===== config.mk =====
export PLATFORM = sky130hd
export DESIGN_NAME = dcp_cfg
export DESIGN_NICKNAME = d
export VERILOG_FILES = /design/src/design/dual_channel_pid_position_control_macros.svh /design/src/design/dcp_pkg.sv /design/src/design/dcp_cfg.sv
export SDC_FILE = /design/constraint.sdc
export NUM_CORES = 1
export LEC_CHECK = 0
export ABC_AREA = 1
export BUFFER_PORTS_ARGS = -buffer_cell sky130_fd_sc_hd__buf_4
export CELL_PAD_IN_SITES_DETAIL_PLACEMENT = 0
export CELL_PAD_IN_SITES_GLOBAL_PLACEMENT = 1
export CORE_MARGIN = 5
export CORE_UTILIZATION = 33
export CTS_CLUSTER_DIAMETER = 150
export DETAILED_ROUTE_END_ITERATION = 7
export PLACE_DENSITY_LB_ADDON = 0.1
export SETUP_SLACK_MARGIN = 0.3
export SYNTH_ARGS = -nofsm -noshare
export SYNTH_HDL_FRONTEND = slang
export SYNTH_SLANG_ARGS = --single-unit
export TNS_END_PERCENT = 50

===== constraint.sdc =====
create_clock -name clk_i -period 1 [get_ports clk_i]
set_input_delay 0.05 -clock clk_i [delete_from_list [all_inputs] [get_ports clk_i]]
set_output_delay 0.05 -clock clk_i [all_outputs]
set_load 0.05 [all_outputs]

===== src/design/dual_channel_pid_position_control_macros.svh =====
`ifndef DUAL_CHANNEL_PID_POSITION_CONTROL_MACROS_SVH
`define DUAL_CHANNEL_PID_POSITION_CONTROL_MACROS_SVH

// same-cycle implication, disabled in reset
`define DCP_ASSERT_IMPL(label, clk, rst_n, ante, cons, msg) \
  label: assert property (@(posedge clk) disable iff (!rst_n) (ante) |-> (cons)) \
    else $error(msg);

// next-cycle implication, disabled in reset
`define DCP_ASSERT_NEXT(label, clk, rst_n, ante, cons, msg) \
  label: assert property (@(posedge clk) disable iff (!rst_n) (ante) |=> (cons)) \
    else $error(msg);

`endif


===== src/design/dcp_pkg.sv =====
package dcp_pkg;

  localparam int unsigned SampleBits = 12;
  localparam int unsigned ErrW       = SampleBits + 1;
  localparam int unsigned DiffW      = SampleBits + 2;
  localparam int unsigned IntegW     = 24;
  localparam int unsigned GainW      = 28;
  localparam int unsigned WinW       = 12;
  localparam int unsigned ClampW     = 23;
  localparam int unsigned FracBits   = 24;
  localparam int unsigned ProdPW     = GainW + 1 + ErrW;
  localparam int unsigned ProdIW     = GainW + 1 + IntegW;
  localparam int unsigned ProdDW     = GainW + 1 + DiffW;
  localparam int unsigned SumW       = ProdIW + 2;
  localparam int unsigned OutW       = 8;
  localparam int          OutLimit   = 127;
  localparam int unsigned AddrW      = 5;
  localparam int unsigned DataW      = 32;

  localparam logic [GainW-1:0]  KpReset    = GainW'(335544);
  localparam logic [GainW-1:0]  KiReset    = GainW'(168);
  localparam logic [GainW-1:0]  KdReset    = GainW'(167772);
  localparam logic [WinW-1:0]   WinReset   = WinW'(200);
  localparam logic [ClampW-1:0] ClampReset = ClampW'(5000000);

  typedef enum logic [2:0] {
    REG_GAIN_P = 3'd0,
    REG_GAIN_I = 3'd1,
    REG_GAIN_D = 3'd2,
    REG_WINDOW = 3'd3,
    REG_CLAMP  = 3'd4
  } dcp_reg_e;

  typedef struct packed {
    logic [SampleBits-1:0] sample_left;
    logic [SampleBits-1:0] sample_right;
    logic [SampleBits-1:0] target_left;
    logic [SampleBits-1:0] target_right;
  } dcp_in_t;

  typedef struct packed {
    logic signed [OutW-1:0] drive_motor_one;
    logic signed [OutW-1:0] drive_motor_two;
  } dcp_out_t;

  typedef struct packed {
    logic [GainW-1:0]  gain_proportional;
    logic [GainW-1:0]  gain_integral;
    logic [GainW-1:0]  gain_derivative;
    logic [WinW-1:0]   integral_window;
    logic [ClampW-1:0] integral_clamp;
  } dcp_cfg_t;

  typedef struct packed {
    logic accept;
    logic en1;
    logic en2;
    logic en3;
  } dcp_lane_ctl_t;

endpackage


===== src/design/dcp_cfg.sv =====
module dcp_cfg (
  input  logic                         clk_i,
  input  logic                         rst_ni,
  input  logic                         psel,
  input  logic                         penable,
  input  logic                         pwrite,
  input  logic [dcp_pkg::AddrW-1:0]    paddr,
  input  logic [dcp_pkg::DataW-1:0]    pwdata,
  output logic [dcp_pkg::DataW-1:0]    prdata,
  output logic                         pready,
  output dcp_pkg::dcp_cfg_t            cfg_o
);

  dcp_pkg::dcp_cfg_t cfg_q;
  dcp_pkg::dcp_reg_e idx;
  logic              wr;

  assign idx    = dcp_pkg::dcp_reg_e'(paddr[dcp_pkg::AddrW-1:2]);
  assign wr     = psel && penable && pwrite;
  assign pready = 1'b1;
  assign cfg_o  = cfg_q;

  always_ff @(posedge clk_i or negedge rst_ni) begin
    if (!rst_ni) begin
      cfg_q.gain_proportional <= dcp_pkg::KpReset;
      cfg_q.gain_integral     <= dcp_pkg::KiReset;
      cfg_q.gain_derivative   <= dcp_pkg::KdReset;
      cfg_q.integral_window   <= dcp_pkg::WinReset;
      cfg_q.integral_clamp    <= dcp_pkg::ClampReset;
    end else if (wr) begin
      unique case (idx)
        dcp_pkg::REG_GAIN_P: cfg_q.gain_proportional <= pwdata[dcp_pkg::GainW-1:0];
        dcp_pkg::REG_GAIN_I: cfg_q.gain_integral     <= pwdata[dcp_pkg::GainW-1:0];
        dcp_pkg::REG_GAIN_D: cfg_q.gain_derivative   <= pwdata[dcp_pkg::GainW-1:0];
        dcp_pkg::REG_WINDOW: cfg_q.integral_window   <= pwdata[dcp_pkg::WinW-1:0];
        dcp_pkg::REG_CLAMP:  cfg_q.integral_clamp    <= pwdata[dcp_pkg::ClampW-1:0];
        default: ;
      endcase
    end
  end

  always_comb begin
    unique case (idx)
      dcp_pkg::REG_GAIN_P: prdata = dcp_pkg::DataW'(cfg_q.gain_proportional);
      dcp_pkg::REG_GAIN_I: prdata = dcp_pkg::DataW'(cfg_q.gain_integral);
      dcp_pkg::REG_GAIN_D: prdata = dcp_pkg::DataW'(cfg_q.gain_derivative);
      dcp_pkg::REG_WINDOW: prdata = dcp_pkg::DataW'(cfg_q.integral_window);
      dcp_pkg::REG_CLAMP:  prdata = dcp_pkg::DataW'(cfg_q.integral_clamp);
      default:             prdata = '0;
    endcase
  end

endmodule


==> flow_metrics.py <==
metrics = {
    "synth": {
        "syn_inst": 655,
        "ys.flop_type": "dfrtp_1",
        "yosys_warnings": 0,
        "synth_edf_count": 0,
        "synthArstFlopShare": 1.000,
        "synth_top_area_cell": "dfrtp_1",
        "synthTopCellsByArea": "dfrtp_1 (38%), dfstp_2 (16%), nand2_1 (13%)",
        "ys_types": 20,
        "netlist_area_sq_um": 5589,
        "synth_common_cells": "nand2_1 (200), dfrtp_1 (85), o21ai_0 (79), nand3_1 (54), nand4_1 (43)",
        "yosysSeqAreaShare": 0.5404,
        "synth-seq-cells": 119,
        "netlist.area_leader.share": 0.3806,
        "synth_area_per_cell_sq_um": 8.533,
        "yosysMostFrequentCell": "nand2_1",
    },
    "placed_design": {
        "dp_cells": 1108,
        "dp_hpwl_mm": 14.32,
        "port_buffers": 182,
        "gp_congestion": 0.8175,
    },
    "floorplan": {
        "die_area_sq_um": 19640,
        "core_sq_um": 16580,
        "fp.dieH_um": 140.1,
        "initial_utilization": 0.3370,
        "die_w_um": 140.1,
        "io_pins": 194,
        "rows": 47,
    },
    "critical_path": {
        "reg2reg_from": "cfg_o[9]",
        "critPathLaunchType": "flop",
        "end_kind": "output port",
        "critPathRequiredTime_ns": 0.95,
        "worst_path_max_delay_cell": "dfstp_2",
        "cpMostUsedCell": "inv_2",
        "cp_cell_sequence": "inv_2 > o21ai_2 > inv_2 > nand2_4 > buf_8",
        "worst-r2r-setup-slack_ns": -0.01,
        "r2r-end": "cfg_o[9]",
        "crit_type": "flop to output port",
        "crit_path_max_incr_delay_ns": 0.55,
        "cp_max_fo": 2,
        "cp_data_arrival_time_ns": 1.38,
        "r2r_cells": 5,
        "crit_start": "cfg_o[26]",
    },
    "power": {
        "seq_power_share": 0.281,
        "ir_drop_v": 0.001373,
        "clkPwrFrac": 0.262,
        "combPwrFrac": 0.457,
        "p_sw_uw": 9389,
        "internal_power_uw": 15190,
        "power.leakage_uw": 0.005267,
        "power_uw": 24580,
        "switching_share": 0.3820,
        "power.density_nw_per_um2": 2195,
    },
    "final_layout": {
        "nets": 1047,
        "fill_cells": 1326,
        "utilization": 0.6751,
        "syn_to_final_growth_pct": 100.3,
        "drive_above_1_share": 0.6002,
        "largest_reg_flops": 119,
        "instances_no_fill": 1238,
        "num_antenna_cells": 0,
    },
    "detailed_routing": {
        "drt-pass1-iter-count": 5,
        "post_drt_wl_per_cell_um": 17.26,
        "finalWirelength_mm": 21.37,
        "num_vias": 6033,
        "drt-initial-drc-count": 338,
        "ant_nets": 0,
        "avgViaCountPerCell": 4.873,
        "drc": 0,
    },
    "grt": {
        "antenna_found_initial": 0,
        "grt_pass1_wl_mm": 33.15,
        "grt_max_degree": 45,
        "grt_pass1_vias": 6164,
        "gr-usage-all-layers": 0.2103,
        "gr-total-overflow": 0,
    },
    "timing": {
        "slew_violations": 0,
        "rsz0062_at_grt": "yes",
        "hold_viol": 0,
        "fmaxAchievable_ghz": 0.6992,
        "final_min_period_over_clock_period": 1.430,
        "post-route-min-period_ns": 1.430,
        "setup_slack_ns": -0.4303,
        "setup_viol": 148,
        "skew_ns": 0,
    },
    "outcome": {
        "status": "complete, but fails checks",
        "violations": "negative setup slack",
    },
    "cts": {
        "clkTransAtPathRegs_ns": 0.06,
        "cts_made_buffers": 17,
        "cts_tree": "done",
        "numClockSinks": 119,
        "cts_buffer_depth": 2,
        "cts_root_buf": "clkbuf_16",
        "cts-htree-levels": 4,
        "clk-insertion-delay-late_ns": 0.40,
    },
    "min_path": {
        "hp-class": "input port to async pin",
    },
    "run": {
        "drv_cap": 0,
    },
}
[cells by family after synthesis]
family	share of synthesized area
buf+inv	0.08462
compound gates	0.1227
other cells	0.001344
simple gates	0.2510
flops	0.5404
[power groups by stage]
| stage | sequential, uW | clock, uW | combinational (uW) |
|---|---|---|---|
| 2_1_floorplan | 9980 | 0 | 1940 |
| 3_3_place_gp | 6790 | 0 | 8170 |
| 3_5_place_dp | 6800 | 0 | 8240 |
| 4_1_cts | 6890 | 6590 | 10300 |
| 5_1_grt | 7020 | 6770 | 11800 |
| 6_report | 6910 | 6450 | 11200 |
[through the flow]
step / setup WS (ns) / TNS, ns / hold WS, ns / cell area [sq um]
5_1_grt: -0.4854 / -31.73 / 0.06745 / 11200
2_1_floorplan: -0.2530 / -8.024 / -0.2456 / 6111
3_5_place_dp: -0.2007 / -17.17 / -0.05953 / 8289
3_3_place_gp: -0.1574 / -12.65 / -0.06136 / 8289
6_report: -0.4303 / -26.10 / 0.05713 / 11200
4_1_cts: -0.4427 / -26.57 / 0.04247 / 10570
[cells in the final DEF, fill, tap and decap left out]
cell and count:
nand3_1 27, nand3_4 6, nand4_1 43, nand2_8 2, bufinv_16 4, dfrtp_1 28
o21ai_0 23, dfrtp_2 57, conb_1 5, nand3_2 22, nand2_1 143, inv_1 33
nor2_4 3, o21ai_1 72, buf_6 146, o21ai_2 27, inv_4 1, clkinv_4 3
buf_12 19, buf_4 88, buf_8 97, nor3_4 2, nor2_1 4, nand2_4 8
dlygate4sd3_1 29, nor2_2 11, nand2_2 47, inv_2 6, dfstp_2 34, clkbuf_16 17
inv_6 3, buf_16 1, clkinv_2 2, clkinvlp_4 5
[worst max-delay path by stage]
stage               cells past startpoint  slack, ns          to
floorplan                               2      -0.25  prdata[14]
global route                            5      -0.49   prdata[3]
detailed placement                      7      -0.20  prdata[26]
CTS                                     5      -0.44   prdata[3]
finish                                  5      -0.43   prdata[3]
global placement                        8      -0.16   prdata[1]
[routing by layer]
| layer | vias up | routed length, um | GRT usage |
|---|---|---|---|
| li1 | 2877 | - | - |
| met1 | 2898 | 8949 | 0.2769 |
| met2 | 229 | 10760 | 0.3511 |
| met3 | 29 | 1367 | 0.04635 |
| met4 | 0 | 289 | 0.05660 |
| met5 | - | 0 | 0 |
[critical path, delay by kind of cell, from the launching register on]
family,cells,cell delay (ns)
simple gates,1,0.06
flops,1,0.55
buf+inv,3,0.25
compound gates,1,0.12
[timing repair]
action                                  CTS  global route
hold endpoints to repair                208             0
gates cloned                              0             0
pin swaps                                76            41
endpoints found under the setup margin  222           261
gates resized for setup                 343            94
hold buffers                             29             0
buffers inserted                         28            41
[area by class of cell]
| type | count | area (sq um) | share of cell area |
|---|---|---|---|
| Clock buffer | 17 | 425.4 | 0.03800 |
| Clock inverter | 15 | 202.7 | 0.01810 |
| Sequential cell | 119 | 3092 | 0.2762 |
| Multi-Input combinational cell | 445 | 2571 | 0.2297 |
| Timing Repair Buffer | 380 | 4459 | 0.3983 |
| Tap cell | 220 | 275.3 | 0.02459 |
| Inverter | 42 | 170.2 | 0.01520 |
Note: power is estimated with default switching activity, not from simulation.
