### config.mk
export PLATFORM = sky130hd
export DESIGN_NAME = dcp_lane
export DESIGN_NICKNAME = d
export VERILOG_FILES = /design/src/design/dual_channel_pid_position_control_macros.svh /design/src/design/dcp_pkg.sv /design/src/design/dcp_lane.sv
export SDC_FILE = /design/constraint.sdc
export NUM_CORES = 2
export LEC_CHECK = 0
export BUFFER_PORTS_ARGS = -buffer_cell sky130_fd_sc_hd__buf_2
export CAP_MARGIN = 20
export CORE_UTILIZATION = 49
export DETAILED_ROUTE_END_ITERATION = 7
export GPL_ROUTABILITY_DRIVEN = 0
export MAX_ROUTING_LAYER = met4
export PLACE_DENSITY = 0.7
export SYNTH_ARGS = -nofsm -noshare
export SYNTH_HDL_FRONTEND = slang
export SYNTH_SLANG_ARGS = --single-unit
### constraint.sdc
create_clock -name clk_i -period 21.3 [get_ports clk_i]
set_clock_uncertainty 0.1 [all_clocks]
set_input_delay 2.13 -clock clk_i [delete_from_list [all_inputs] [get_ports clk_i]]
set_output_delay 2.13 -clock clk_i [all_outputs]
set_load 0.02 [all_outputs]
### src/design/dual_channel_pid_position_control_macros.svh
`ifndef DUAL_CHANNEL_PID_POSITION_CONTROL_MACROS_SVH
`define DUAL_CHANNEL_PID_POSITION_CONTROL_MACROS_SVH

// same-cycle implication, disabled in reset
`define DCP_ASSERT_IMPL(label, clk, rst_n, ante, cons, msg) \
  label: assert property (@(posedge clk) disable iff (!rst_n) (ante) |-> (cons)) \
    else $error(msg);

// next-cycle implication, disabled in reset
`define DCP_ASSERT_NEXT(label, clk, rst_n, ante, cons, msg) \
  label: assert property (@(posedge clk) disable iff (!rst_n) (ante) |=> (cons)) \
    else $error(msg);

`endif

### src/design/dcp_pkg.sv
package dcp_pkg;

  localparam int unsigned SampleBits = 12;
  localparam int unsigned ErrW       = SampleBits + 1;
  localparam int unsigned DiffW      = SampleBits + 2;
  localparam int unsigned IntegW     = 24;
  localparam int unsigned GainW      = 28;
  localparam int unsigned WinW       = 12;
  localparam int unsigned ClampW     = 23;
  localparam int unsigned FracBits   = 24;
  localparam int unsigned ProdPW     = GainW + 1 + ErrW;
  localparam int unsigned ProdIW     = GainW + 1 + IntegW;
  localparam int unsigned ProdDW     = GainW + 1 + DiffW;
  localparam int unsigned SumW       = ProdIW + 2;
  localparam int unsigned OutW       = 8;
  localparam int          OutLimit   = 127;
  localparam int unsigned AddrW      = 5;
  localparam int unsigned DataW      = 32;

  localparam logic [GainW-1:0]  KpReset    = GainW'(335544);
  localparam logic [GainW-1:0]  KiReset    = GainW'(168);
  localparam logic [GainW-1:0]  KdReset    = GainW'(167772);
  localparam logic [WinW-1:0]   WinReset   = WinW'(200);
  localparam logic [ClampW-1:0] ClampReset = ClampW'(5000000);

  typedef enum logic [2:0] {
    REG_GAIN_P = 3'd0,
    REG_GAIN_I = 3'd1,
    REG_GAIN_D = 3'd2,
    REG_WINDOW = 3'd3,
    REG_CLAMP  = 3'd4
  } dcp_reg_e;

  typedef struct packed {
    logic [SampleBits-1:0] sample_left;
    logic [SampleBits-1:0] sample_right;
    logic [SampleBits-1:0] target_left;
    logic [SampleBits-1:0] target_right;
  } dcp_in_t;

  typedef struct packed {
    logic signed [OutW-1:0] drive_motor_one;
    logic signed [OutW-1:0] drive_motor_two;
  } dcp_out_t;

  typedef struct packed {
    logic [GainW-1:0]  gain_proportional;
    logic [GainW-1:0]  gain_integral;
    logic [GainW-1:0]  gain_derivative;
    logic [WinW-1:0]   integral_window;
    logic [ClampW-1:0] integral_clamp;
  } dcp_cfg_t;

  typedef struct packed {
    logic accept;
    logic en1;
    logic en2;
    logic en3;
  } dcp_lane_ctl_t;

endpackage

### src/design/dcp_lane.sv
module dcp_lane (
  input  logic                                  clk_i,
  input  logic                                  rst_ni,
  input  dcp_pkg::dcp_lane_ctl_t                ctl_i,
  input  dcp_pkg::dcp_cfg_t                     cfg_i,
  input  logic [dcp_pkg::SampleBits-1:0]        target_i,
  input  logic [dcp_pkg::SampleBits-1:0]        sample_i,
  output logic signed [dcp_pkg::SumW-1:0]       sum_o
);

  localparam int unsigned ErrW   = dcp_pkg::ErrW;
  localparam int unsigned IntegW = dcp_pkg::IntegW;
  localparam int unsigned DiffW  = dcp_pkg::DiffW;
  localparam int unsigned SumW   = dcp_pkg::SumW;

  // loop state
  logic signed [ErrW-1:0]   prev_q;
  logic signed [IntegW-1:0] integ_q;

  logic signed [ErrW-1:0]   err_d;
  logic        [ErrW-1:0]   mag;
  logic                     win_hit;
  logic signed [IntegW:0]   acc;
  logic signed [IntegW:0]   lim;
  logic signed [IntegW:0]   acc_sat;
  logic signed [IntegW-1:0] integ_d;
  logic signed [DiffW-1:0]  diff_d;

  // stage 1: operands
  logic signed [ErrW-1:0]   err_q;
  logic signed [IntegW-1:0] integ_s1_q;
  logic signed [DiffW-1:0]  diff_q;
  // stage 2: products
  logic signed [dcp_pkg::ProdPW-1:0] prod_p_q;
  logic signed [dcp_pkg::ProdIW-1:0] prod_i_q;
  logic signed [dcp_pkg::ProdDW-1:0] prod_d_q;
  // stage 3: sum
  logic signed [SumW-1:0]   sum_q;

  always_comb begin
    err_d   = $signed({1'b0, target_i}) - $signed({1'b0, sample_i});
    mag     = err_d[ErrW-1] ? unsigned'(-err_d) : unsigned'(err_d);
    win_hit = (err_d != '0) &&
              (mag < {{(ErrW-dcp_pkg::WinW){1'b0}}, cfg_i.integral_window});
    acc     = $signed({integ_q[IntegW-1], integ_q}) +
              $signed({{(IntegW+1-ErrW){err_d[ErrW-1]}}, err_d});
    lim     = $signed({{(IntegW+1-dcp_pkg::ClampW){1'b0}}, cfg_i.integral_clamp});
    if (acc > lim) begin
      acc_sat = lim;
    end else if (acc < -lim) begin
      acc_sat = -lim;
    end else begin
      acc_sat = acc;
    end
    integ_d = win_hit ? acc_sat[IntegW-1:0] : integ_q;
    diff_d  = $signed({err_d[ErrW-1], err_d}) - $signed({prev_q[ErrW-1], prev_q});
  end

  always_ff @(posedge clk_i or negedge rst_ni) begin
    if (!rst_ni) begin
      prev_q  <= '0;
      integ_q <= '0;
    end else if (ctl_i.accept) begin
      prev_q  <= err_d;
      integ_q <= integ_d;
    end
  end

  always_ff @(posedge clk_i) begin
    if (ctl_i.en1) begin
      err_q      <= err_d;
      integ_s1_q <= integ_d;
      diff_q     <= diff_d;
    end
    if (ctl_i.en2) begin
      prod_p_q <= $signed({1'b0, cfg_i.gain_proportional}) * err_q;
      prod_i_q <= $signed({1'b0, cfg_i.gain_integral}) * integ_s1_q;
      prod_d_q <= $signed({1'b0, cfg_i.gain_derivative}) * diff_q;
    end
    if (ctl_i.en3) begin
      sum_q <= SumW'(prod_p_q) + SumW'(prod_i_q) + SumW'(prod_d_q);
    end
  end

  assign sum_o = sum_q;

endmodule

==> summary.md <==
### CTS
• clkbuf_16 — Root Buffer
• 0 — # hold bufs at CTS
• 281 — clock sink count
• 3 — deepest clock path buffer count
• 31 — TritonCTS buffer count
• 1 — H-tree levels
• 0.61 ns — clock insertion delay at the later pin of the skew report
• built — CTS tree
• 0 — number of setup buffers added after CTS
• 0 — # resized after CTS
• 0.06 ns — clk slew on worst S/H paths

### Synthesis
• fa_1, ha_1, edfxtp_1 — Synth area leaders
• 9.50 µm² — syn avg cell area
• 0 — warnings from Yosys
• 0.384 — portion of synthesized cell area occupied by the leading cell type
• fa_1 — area leader, netlist
• 8717 — synthesized netlist net count
• 244 — number of enable-type register cells in the synthesized netlist
• inv_1, fa_1, nand2_1, ha_1, and2_1 — ranking of synthesized cells by instance count
• inv_1 — count leader, synth
• 6710 — Gate Count Post-Synth
• edfxtp_1 — top_reg_cell synth
• 281 — flip-flop and latch count after synthesis
• 0.130 — register area share after synthesis
• 0.132 — Synth async-reset ratio
• 63700 µm² — Post-Syn Area
• 88 — library cells used by synthesis

### Outcome
• finished, final reports clean — result of the run

### STA
• 1.17 ns — slew at the pin closest to its max-slew limit
• no — unrepaired setup endpoints after global routing
• 0.444 — portion of the clock cycle consumed by the worst path in the final layout
• 0 — max-slew violations
• 0 ns — sum of negative setup slack
• 0.106 GHz — Achievable Freq
• 0 — Final Hold Violating Endpoints
• 0.220 — remaining max-slew budget at the tightest pin
• 0 — final setup vio count
• 9.46 ns — time the worst path needs with I/O delays and setup

### Cells and area
• 8726 — Final nets
• 67300 µm² — Layout Cell Area excl Fill
• 11584 — count of fill cells added during filler insertion
• 0.525 — fraction of the core area covered by cells at the end of the flow
• 0.0564 — layout cells sized above 1
• 8481 — non-filler instance count after layout
• 5.67% — relative area change from synthesis to final layout

### Global routing
• 49623 — via count of the first global-routing pass
• 0.259 — Total GRT Usage
• 74 — maximum number of pins on one net before global-route repair
• 262000 µm — global-route wire length before repair
• 12 — antenna violations before repair
• 0 — remaining global-route overflow

### Die
• 204 — I/O pins
• 128000 µm² — CORE AREA
• 0.496 — starting utilization of the core area
• 363 µm — Die Height
• 363 µm — die extent in x
• 131000 µm² — Die ar.
• 131 — standard-cell rows

### Detailed routing
• 9650 µm — met3 routed WL
• 3196 — detailed router's first-iteration violation count
• 78900 µm — total met2 wirelength after detailed routing
• 0 — final antenna-violating net count
• 5.45 — average via count per standard cell
• 161000 µm — wirelength, routed
• met4 — topmost layer with routed signal wires
• 67300 µm — met1 wire length
• 0 — DRC violation count after routing
• 19.0 µm — wire length per cell
• 7 — first-pass iteration count of the detailed router
• 46223 — vias post-DR

### Worst setup path
• a21oi_1 — Worst path most repeated cell
• 0.88 ns — largest incremental delay on the critical path
• 26 — maximum fanout along the worst path
• register — endpoint class of the critical path
• 4 — worst path buffer plus inverter count
• 21.55 ns — Critical Path RT
• or2_1 — highest-delay cell along the critical path
• compound AO/OA/AOI/OAI gates — Top delay family on crit path
• input pin — startpoint type of the worst setup path
• 9.71 ns — data arrival time of the critical path
• input pin to register — type of the worst setup path

### Worst hold path
• register to register — type of the tightest min-delay check

### Placed design
• 8413 — placed instance count
• 66200 µm² — cell area after placement
• 129000 µm — DPL Wire Length
• 203 — count of port buffers added during placement

### Run
• 0 — # Max-Cap Violations

[worst paths after layout]
path	from	end	slack (ns)	cells after the start
worst min register to register	integ_q[9]	integ_q[9]	0.43	2
min in group asynchronous	rst_ni	integ_q[13]	1.55	1
worst max register to register	integ_s1_q[0]	prod_i_q[49]	13.17	25
worst min-delay path	integ_q[9]	integ_q[9]	0.43	2
max in group asynchronous	rst_ni	prev_q[0]	18.95	1
worst max-delay path	target_i[0]	integ_s1_q[1]	11.84	30
[through the flow]
stage	setup WS [ns]	hold WS (ns)
final	11.84	0.425
after global routing	11.29	0.438
after CTS	12.01	0.427
after floorplan	12.45	0.377
after detailed placement	11.37	0.412
after global placement	11.46	0.402
[state kept, by name, summed over array words and instances (netlist names)]
signal,count
diff_q,14
err_q,13
integ_q,24
integ_s1_q,24
prev_q,13
prod_d_q,43
prod_i_q,53
prod_p_q,42
sum_o,55
[per-layer routing]
metal / global-route usage / vias up
li1: - / 20707
met1: 0.334 / 23737
met2: 0.433 / 1509
met3: 0.0277 / 270
met4: 0.0750 / 0
met5: - / -
[worst reg2reg max path, delay by kind of cell (launching register included)]
kind / cells / cell delay [ns]
mux: 1 / 0.23
flops: 1 / 0.37
compound gates: 10 / 2.42
simple gates: 1 / 0.27
fa+ha+maj: 8 / 4.04
buf+inv: 5 / 0.45
[cell families (layout without fill, tap and decap cells)]
kind of cell | after synthesis | in the layout | synth area share
AOI/OAI and AO/OA | 713 | 713 | 0.0727
muxes | 37 | 37 | 0.00679
xor gates and xnor gates | 235 | 235 | 0.0323
adders and majority gates | 1858 | 1858 | 0.509
other | 0 | 9 | 0
buffers and inverters | 1634 | 1667 | 0.0969
and+or+nand+nor | 1952 | 1952 | 0.153
DFF | 281 | 281 | 0.130
[area by class of cell]
cell class                 count  area (µm²)  area share
clock buffer                  34         787      0.0117
sequential                   281        8250       0.123
timing repair buffer         263        1490      0.0221
tap                         1729        2160      0.0321
inverter                    1347        5060      0.0751
antenna                        9        22.5    0.000334
multi-input combinational   4795       49300       0.732
clock inverter                23         263     0.00390
[cells in the final DEF (no fill, tap or decap), types with 9 or more instances in the layout]
master | Yosys | layout
a211oi_1 | 12 | 12
a21boi_0 | 10 | 10
a21o_1 | 127 | 127
a21oi_1 | 208 | 207
a31oi_1 | 31 | 31
and2_1 | 632 | 632
and3_1 | 27 | 27
buf_2 | 4 | 202
buf_4 | 5 | 58
clkbuf_16 | 0 | 31
dfrtp_1 | 37 | 37
diode_2 | 0 | 9
edfxtp_1 | 244 | 244
fa_1 | 1223 | 1223
ha_1 | 635 | 635
inv_1 | 1346 | 1346
mux2_2 | 26 | 26
nand2_1 | 859 | 859
nand2b_1 | 100 | 100
nand3_1 | 38 | 38
nand4_1 | 25 | 25
nor2_1 | 124 | 124
nor2b_1 | 48 | 48
nor3_1 | 50 | 50
o211ai_1 | 11 | 11
o21a_1 | 38 | 38
o21ai_0 | 126 | 126
o21ai_1 | 10 | 10
o21bai_1 | 42 | 42
o31ai_1 | 15 | 15
or3_1 | 10 | 10
xnor2_1 | 179 | 179
xor2_1 | 56 | 56
Power is left out: the tool's default activity adds up to more than one toggle a clock period on the data nets, which glitch-free logic cannot reach.
