[config.mk]
export PLATFORM = sky130hd
export DESIGN_NAME = dcp_merge
export DESIGN_NICKNAME = d
export VERILOG_FILES = /design/src/design/dual_channel_pid_position_control_macros.svh /design/src/design/dcp_pkg.sv /design/src/design/dcp_merge.sv
export SDC_FILE = /design/constraint.sdc
export NUM_CORES = 1
export LEC_CHECK = 0
export BUFFER_PORTS_ARGS = -buffer_cell sky130_fd_sc_hd__clkbuf_2
export CELL_PAD_IN_SITES_DETAIL_PLACEMENT = 1
export CELL_PAD_IN_SITES_GLOBAL_PLACEMENT = 1
export CORE_MARGIN = 2
export CORE_UTILIZATION = 38
export CTS_BUF_LIST = sky130_fd_sc_hd__clkbuf_2
export DETAILED_ROUTE_END_ITERATION = 10
export GPL_TIMING_DRIVEN = 0
export PLACE_DENSITY_LB_ADDON = 0.12
export SYNTH_ARGS = -nofsm -noshare
export SYNTH_HDL_FRONTEND = slang
export SYNTH_SLANG_ARGS = --single-unit
[constraint.sdc]
create_clock -name clk_i -period 1.6 [get_ports clk_i]
set_clock_uncertainty 0.2 [all_clocks]
set_input_delay 0.16 -clock clk_i [delete_from_list [all_inputs] [get_ports clk_i]]
set_output_delay 0.16 -clock clk_i [all_outputs]
set_load 0.03 [all_outputs]
[src/design/dual_channel_pid_position_control_macros.svh]
`ifndef DUAL_CHANNEL_PID_POSITION_CONTROL_MACROS_SVH
`define DUAL_CHANNEL_PID_POSITION_CONTROL_MACROS_SVH

// same-cycle implication, disabled in reset
`define DCP_ASSERT_IMPL(label, clk, rst_n, ante, cons, msg) \
  label: assert property (@(posedge clk) disable iff (!rst_n) (ante) |-> (cons)) \
    else $error(msg);

// next-cycle implication, disabled in reset
`define DCP_ASSERT_NEXT(label, clk, rst_n, ante, cons, msg) \
  label: assert property (@(posedge clk) disable iff (!rst_n) (ante) |=> (cons)) \
    else $error(msg);

`endif

[src/design/dcp_pkg.sv]
package dcp_pkg;

  localparam int unsigned SampleBits = 12;
  localparam int unsigned ErrW       = SampleBits + 1;
  localparam int unsigned DiffW      = SampleBits + 2;
  localparam int unsigned IntegW     = 24;
  localparam int unsigned GainW      = 28;
  localparam int unsigned WinW       = 12;
  localparam int unsigned ClampW     = 23;
  localparam int unsigned FracBits   = 24;
  localparam int unsigned ProdPW     = GainW + 1 + ErrW;
  localparam int unsigned ProdIW     = GainW + 1 + IntegW;
  localparam int unsigned ProdDW     = GainW + 1 + DiffW;
  localparam int unsigned SumW       = ProdIW + 2;
  localparam int unsigned OutW       = 8;
  localparam int          OutLimit   = 127;
  localparam int unsigned AddrW      = 5;
  localparam int unsigned DataW      = 32;

  localparam logic [GainW-1:0]  KpReset    = GainW'(335544);
  localparam logic [GainW-1:0]  KiReset    = GainW'(168);
  localparam logic [GainW-1:0]  KdReset    = GainW'(167772);
  localparam logic [WinW-1:0]   WinReset   = WinW'(200);
  localparam logic [ClampW-1:0] ClampReset = ClampW'(5000000);

  typedef enum logic [2:0] {
    REG_GAIN_P = 3'd0,
    REG_GAIN_I = 3'd1,
    REG_GAIN_D = 3'd2,
    REG_WINDOW = 3'd3,
    REG_CLAMP  = 3'd4
  } dcp_reg_e;

  typedef struct packed {
    logic [SampleBits-1:0] sample_left;
    logic [SampleBits-1:0] sample_right;
    logic [SampleBits-1:0] target_left;
    logic [SampleBits-1:0] target_right;
  } dcp_in_t;

  typedef struct packed {
    logic signed [OutW-1:0] drive_motor_one;
    logic signed [OutW-1:0] drive_motor_two;
  } dcp_out_t;

  typedef struct packed {
    logic [GainW-1:0]  gain_proportional;
    logic [GainW-1:0]  gain_integral;
    logic [GainW-1:0]  gain_derivative;
    logic [WinW-1:0]   integral_window;
    logic [ClampW-1:0] integral_clamp;
  } dcp_cfg_t;

  typedef struct packed {
    logic accept;
    logic en1;
    logic en2;
    logic en3;
  } dcp_lane_ctl_t;

endpackage

[src/design/dcp_merge.sv]
module dcp_merge (
  input  logic                             clk_i,
  input  logic                             rst_ni,
  input  logic                             valid_i,
  input  logic signed [dcp_pkg::SumW-1:0]  sum_right_i,
  input  logic signed [dcp_pkg::SumW-1:0]  sum_left_i,
  output logic                             take_o,
  output logic                             out_valid_o,
  input  logic                             out_ready_i,
  output dcp_pkg::dcp_out_t                out_data_o
);

  localparam int unsigned SumW = dcp_pkg::SumW;

  // Q.24 to integer, truncated toward zero, then clipped to +-127
  function automatic logic signed [dcp_pkg::OutW-1:0] to_drive(
    input logic signed [SumW-1:0] v
  );
    logic        [SumW-1:0] bias;
    logic signed [SumW-1:0] t;
    logic signed [SumW-1:0] sh;
    logic signed [dcp_pkg::OutW-1:0] r;
    bias = v[SumW-1] ? {{(SumW-dcp_pkg::FracBits){1'b0}}, {dcp_pkg::FracBits{1'b1}}} : '0;
    t    = v + $signed(bias);
    sh   = t >>> dcp_pkg::FracBits;
    if (sh > SumW'(dcp_pkg::OutLimit)) begin
      r = dcp_pkg::OutW'(dcp_pkg::OutLimit);
    end else if (sh < SumW'(-dcp_pkg::OutLimit)) begin
      r = dcp_pkg::OutW'(-dcp_pkg::OutLimit);
    end else begin
      r = sh[dcp_pkg::OutW-1:0];
    end
    return r;
  endfunction

  logic              valid_q;
  dcp_pkg::dcp_out_t data_q;

  assign take_o      = !valid_q || out_ready_i;
  assign out_valid_o = valid_q;
  assign out_data_o  = data_q;

  always_ff @(posedge clk_i or negedge rst_ni) begin
    if (!rst_ni) begin
      valid_q <= 1'b0;
    end else if (take_o) begin
      valid_q <= valid_i;
    end
  end

  always_ff @(posedge clk_i) begin
    if (take_o) begin
      data_q.drive_motor_one <= to_drive(sum_right_i);
      data_q.drive_motor_two <= -to_drive(sum_left_i);
    end
  end

endmodule

==> flow_metrics.tcl, run 1 <==
set metrics [dict create \
    status "finished with violations" \
    violations "negative setup slack" \
    grt_max_degree 18 \
    drt-pass1-iter-count 5 \
    top_level_ports 132 \
    post-route-period-util_pct 264.8 \
    path_max_fanout 7 \
    hpwl_um 14210 \
    synthTopCellsByArea "ha_1 (13%), edfxtp_1 (11%), nand4_1 (6.9%), nand2_1 (6.4%), a21oi_1 (6.2%)" \
    cp_common_cell "buf_4" \
    ys_warn_count 0 \
    die_area_um2 12570 \
    nFillCells 1369 \
    finalHoldViolCount 0 \
    clk_pin_slew_ns 0.18 \
    syn_to_final_growth_pct 60.74 \
    clock_latency_ns 0.32 \
    drc 0 \
    ant_nets 0 \
    synth_compound_area_share_pct 31.77 \
    layout.nets 993 \
    yosys.area.top_type "ha_1" \
    yosys-top-cells-count "nand2_1 (76), a21oi_1 (55), nand4_1 (49), ha_1 (47), nor2_1 (47)" \
    pre_cts_ws_ns -3.685 \
    yosys.cell_count.top_type "nand2_1" \
    drive_above_1_share_pct 45.97 \
    slew_headroom_pct 64.45 \
    clockRootBuffer "clkbuf_2" \
    max_freq_mhz 236.0 \
    die_x_um 112.1 \
    die_y_um 112.1 \
    ys_ff_latch 17 \
    wl_per_cell_um 23.61 \
    syn-num-nets 787 \
    synth_top_family_by_area "simple AND/OR/NAND/NOR gates" \
    rsz0062_at_grt "true" \
    critical_path_arrival_ns 4.18 \
    max_stage_delay_ns 0.45 \
    cts_buffers 3 \
    final_cells 974 \
    slew_viol_final 0 \
    synthFlopType "edfxtp_1" \
    crit_required_ns 1.55 \
    worst_pin_slew_ns 0.5323 \
    initial_utilization_pct 38.91 \
    hold_slack_ns 0.1227 \
    avgSynthCellArea_um2 7.097 \
    synthArstFlopShare_pct 5.882 \
    synth_top_area_share_pct 13.24 \
    grt_pass1_vias 6519 \
    fp-row-count 39 \
    track_usage_pct 29.93 \
    period_needed_ns 4.237 \
    cts_tree "done" \
    worstSetupStartpointType "primary input" \
    max_cap_viol_count 0 \
    powerDensity_nw_per_um2 390.7 \
    worst_setup_path_end_kind "flop" \
    synth-seq-area-share_pct 11.38 \
    finalInstanceArea_um2 7142 \
    placed_cell_area_um2 5712 \
    cts.sinks 17 \
    via_count 6513 \
    synthSimpleGateAreaFrac_pct 35.20 \
    cts.htree.levels 1 \
    path_cells "clkbuf_16, buf_4, ha_4, buf_4, a21oi_1, o21ai_0, a21oi_1, a211oi_2, buf_4, o21a_1, nand4b_1, nor4_2, and4_4, nor2_4, nor3b_4, ha_4, inv_4, nand2b_4, buf_6, o22ai_4, a311oi_2" \
    antenna_cells 0 \
    grt_pass1_wl_um 31460 \
    synthAdderAreaFrac_pct 13.24 \
    numPortBuffers 124 \
    hold_class "primary input to flop" \
    synthXorXnorAreaFrac_pct 5.153 \
    globalplace.congestion 0.9337 \
    yosys.cell_types.count 84 \
    dpl.cell_count 893 \
    cpMaxStageDelayCell "a21oi_1" \
    syn_area_um2 4443 \
    path_class "primary input to flop" \
    synthCells 626 \
    wl_um 23000 \
    drt_iter0_drc 409 \
    muxShareOfSynthArea_pct 0.2534 \
    vdd_drop_max_mv 0.4040 \
    grt.overflow.total 0 \
    layout_setup_ws_ns -2.637 \
    power.leakage_uw 0.002721 \
    clk_path_buf_depth 2 \
    antenna_found_initial 0 \
    viasPerCell 6.687 \
    synth-edff-count 16 \
    finalSetupViolations 16 \
    coreArea_um2 11420 \
]
==> worst max-delay path: cells and delay by family <==
family,cells,cell delay (ns)
buffers and inverters,6,0.79
AND/OR/NAND/NOR,6,1.16
adder cells (fa/ha/maj),2,0.47
AO/OA/AOI/OAI,7,1.60
==> kinds of logic after synthesis <==
| family | Yosys count |
|---|---|
| adder cells (fa/ha/maj) | 47 |
| AO/OA/AOI/OAI | 207 |
| buffers and inverters | 32 |
| multiplexers | 1 |
| XOR/XNOR | 24 |
| flip-flops | 17 |
| AND/OR/NAND/NOR | 298 |
==> repair_timing <==
| item | 4_1_cts | 5_1_grt |
|---|---|---|
| hold buffers | 3 | 0 |
| buffers inserted | 39 | 32 |
| resized for setup | 85 | 51 |
| endpoints found under the setup margin | 17 | 16 |
| hold endpoints to repair | 2 | 0 |
| gates cloned | 4 | 0 |
| pin swaps | 51 | 52 |
==> metal layers <==
metal | up-vias | track usage [%] | share of wire [%]
li1 | 2900 | - | -
met1 | 3119 | 33.96 | 36
met2 | 370 | 58.07 | 52
met3 | 124 | 3.402 | 6.8
met4 | 0 | 9.187 | 5.2
met5 | - | 0 | 0
==> registers in the layout (all words and copies together), names as in the netlist <==
name,count
out_valid_o,1
out_data_o,16
==> report_power, final <==
part           switching (uW)  internal (uW)
registers                12.5            529
clock network             173           56.7
logic                    1170            847
total                    1360           1430
==> per-stage QoR <==
stage               total power, uW  utilization [%]  TNS [ns]
floorplan                      1503                -    -22.06
detailed placement             2024            50.02    -43.38
global placement               1973            50.02    -42.26
global route                   2927            62.55    -29.37
finish                         2790            62.55    -27.71
CTS                            2491            58.02    -26.01
==> placed cells by master (no fill, tap or decap), drive strengths merged, types with 14 or more instances in the layout <==
master / instances
nor2: 50
edfxtp: 16
a21oi: 56
nor3: 24
nand3: 27
nand4: 49
nand2: 77
o21ai: 46
nor4: 14
buf: 76
ha: 47
inv: 23
clkbuf: 134
==> path summary, 6_finish.rpt <==
path,start,endpoint,slack (ns),cells after the start
max in group asynchronous,rst_ni,out_valid_o,0.55,3
max reg2reg,out_valid_o,out_data_o[11],0.30,2
min,sum_right_i[30],out_data_o[14],0.12,3
min reg2reg,out_valid_o,out_valid_o,0.65,3
max,sum_left_i[54],out_data_o[2],-2.64,21
min in group asynchronous,rst_ni,out_valid_o,0.54,3
==> area by class of cell <==
cell class                      count  area, um2  share of cell area [%]
Timing Repair Buffer              202       1343                   18.80
Buffer                              8      42.54                  0.5957
Multi-Input combinational cell    577       4964                   69.50
Sequential cell                    17      505.5                   7.078
Inverter                           23      88.84                   1.244
Tap cell                          143      178.9                   2.505
Clock buffer                        3      15.01                  0.2102
Clock inverter                      1      5.005                 0.07008
(Power assumes the default switching activity.)
==> run 2, diff against run 1 <==
==> constraint.sdc (replaced) <==
create_clock -name clk_i -period 1.6 [get_ports clk_i]
set_clock_uncertainty 0.2 [all_clocks]
set_input_delay 0 -clock clk_i [delete_from_list [all_inputs] [get_ports clk_i]]
set_output_delay 0 -clock clk_i [all_outputs]
set_load 0.03 [all_outputs]
==> flow_metrics.tcl, run 2 (synthesized netlist as in run 1, its figures left out) <==
set metrics [dict create \
    post-route-period-util_pct 262.4 \
    die_y_um 112.1 \
    powerDensity_nw_per_um2 388.8 \
    utilization_pct 63.40 \
    fp-row-count 39 \
    via_count 6501 \
    antenna_cells 0 \
    ant_nets 0 \
    max_cap_viol_count 0 \
    worstSetupStartpointType "primary input" \
    violations "negative setup slack" \
    die_area_um2 12570 \
    hold_class "primary input to flop" \
    status "finished with violations" \
    clk_pin_slew_ns 0.19 \
    layout_setup_ws_ns -2.598 \
    r2r_cells 1 \
    drc 0 \
    rsz0062_at_grt "true" \
    power.leakage_uw 0.002770 \
    cts.sinks 17 \
    vdd_drop_max_mv 0.4100 \
    hpwl_um 14210 \
    clock_latency_ns 0.32 \
    initial_utilization_pct 38.91 \
    cts.htree.levels 1 \
    tns_ns -25.88 \
    clk_path_buf_depth 2 \
    grt_max_degree 19 \
    hold_slack_ns 0.03364 \
    max_freq_mhz 238.2 \
    worst_pin_slew_ns 0.5214 \
    syn_to_final_growth_pct 62.94 \
    cts_tree "done" \
    largest_reg_flops 16 \
    slew_viol_final 0 \
    drive_above_1_share_pct 46.41 \
    grt_pass1_vias 6512 \
    wl_um 23200 \
    track_usage_pct 29.83 \
    top_level_ports 132 \
    p_total_uw 2815 \
    antenna_found_initial 0 \
    min_delay_path_depth 5 \
    cts_buffers 3 \
    numPortBuffers 124 \
    finalSetupViolations 16 \
    coreArea_um2 11420 \
    viasPerCell 6.640 \
    wl_per_cell_um 23.70 \
    globalplace.congestion 0.9337 \
    period_needed_ns 4.198 \
    nFillCells 1343 \
    pre_cts_ws_ns -3.525 \
    drt-pass1-iter-count 5 \
    final_cell_mix "clkbuf_2 (125), nand2_1 (69), buf_4 (60)" \
    drt_iter0_drc 544 \
    crit_required_ns 1.56 \
    layout.nets 998 \
    path_class "primary input to flop" \
    clockRootBuffer "clkbuf_2" \
    die_x_um 112.1 \
    path_max_fanout 7 \
    critical_path_arrival_ns 4.15 \
    finalHoldViolCount 0 \
    grt_pass1_wl_um 31350 \
    layout_commonest_cell "clkbuf_2" \
    grt.overflow.total 0 \
    worst_setup_path_end_kind "flop" \
    slew_headroom_pct 65.18 \
]
==> run 2: power by group <==
part	switching, uW	leakage, uW	internal [uW]
logic	1190	0.00259	864
registers	13.3	0.000166	529
clock network	159	0.0000164	56.6
==> run 2: worst paths after layout <==
check	from	endpoint	slack [ns]
setup reg to reg	out_valid_o	out_data_o[5]	0.38
hold reg to reg	out_valid_o	out_valid_o	0.67
hold / removal	sum_right_i[29]	out_data_o[13]	0.03
min in group asynchronous	rst_ni	out_valid_o	0.39
max in group asynchronous	rst_ni	out_valid_o	0.67
setup / recovery	sum_left_i[54]	out_data_o[2]	-2.60
==> run 2: layer usage <==
layer	share of wire (%)	GRT usage, %
met4	4.6	8.374
met3	5.9	3.132
met2	52	58.63
met5	0	0
met1	37	33.70
==> run 2: layout make-up <==
cell class	instances	area [um2]	share of cell area, %
Clock inverter	1	5.005	0.06913
Buffer	8	42.54	0.5876
Multi-Input combinational cell	577	5009	69.18
Tap cell	143	178.9	2.471
Sequential cell	17	505.5	6.982
Inverter	23	88.84	1.227
Timing Repair Buffer	207	1395	19.27
Clock buffer	3	15.01	0.2074
==> run 2: per-stage QoR <==
step	std cells	instance area [um2]
final	979	7239
after global routing	979	7239
after CTS	944	6633
after detailed placement	893	5712
after global placement	893	5712
after floorplan	626	4912
==> run 2: repair_timing <==
item | in CTS | in global routing
endpoints found under the setup margin | 16 | 17
endpoints found under the hold margin | 4 | 10
buffers inserted | 38 | 34
cloned | 4 | 1
resized for setup | 84 | 60
hold buffers | 5 | 1
pin swaps | 51 | 61
==> run 2: worst max-delay path: stages <==
cell and delay [ns]:
clkbuf_16 0.16, buf_4 0.15, ha_4 0.25, nand4_1 0.12, buf_6 0.16, nor3_2 0.07, a22oi_4 0.24, o2111ai_4 0.16
buf_4 0.20, and2_2 0.20, nor3_1 0.43, nand2_1 0.17, nand4bb_2 0.42, o21ai_4 0.32, nor3b_4 0.27, ha_4 0.23
inv_4 0.06, nand2b_4 0.08, mux2_4 0.17, o31ai_4 0.08, a311oi_2 0.22
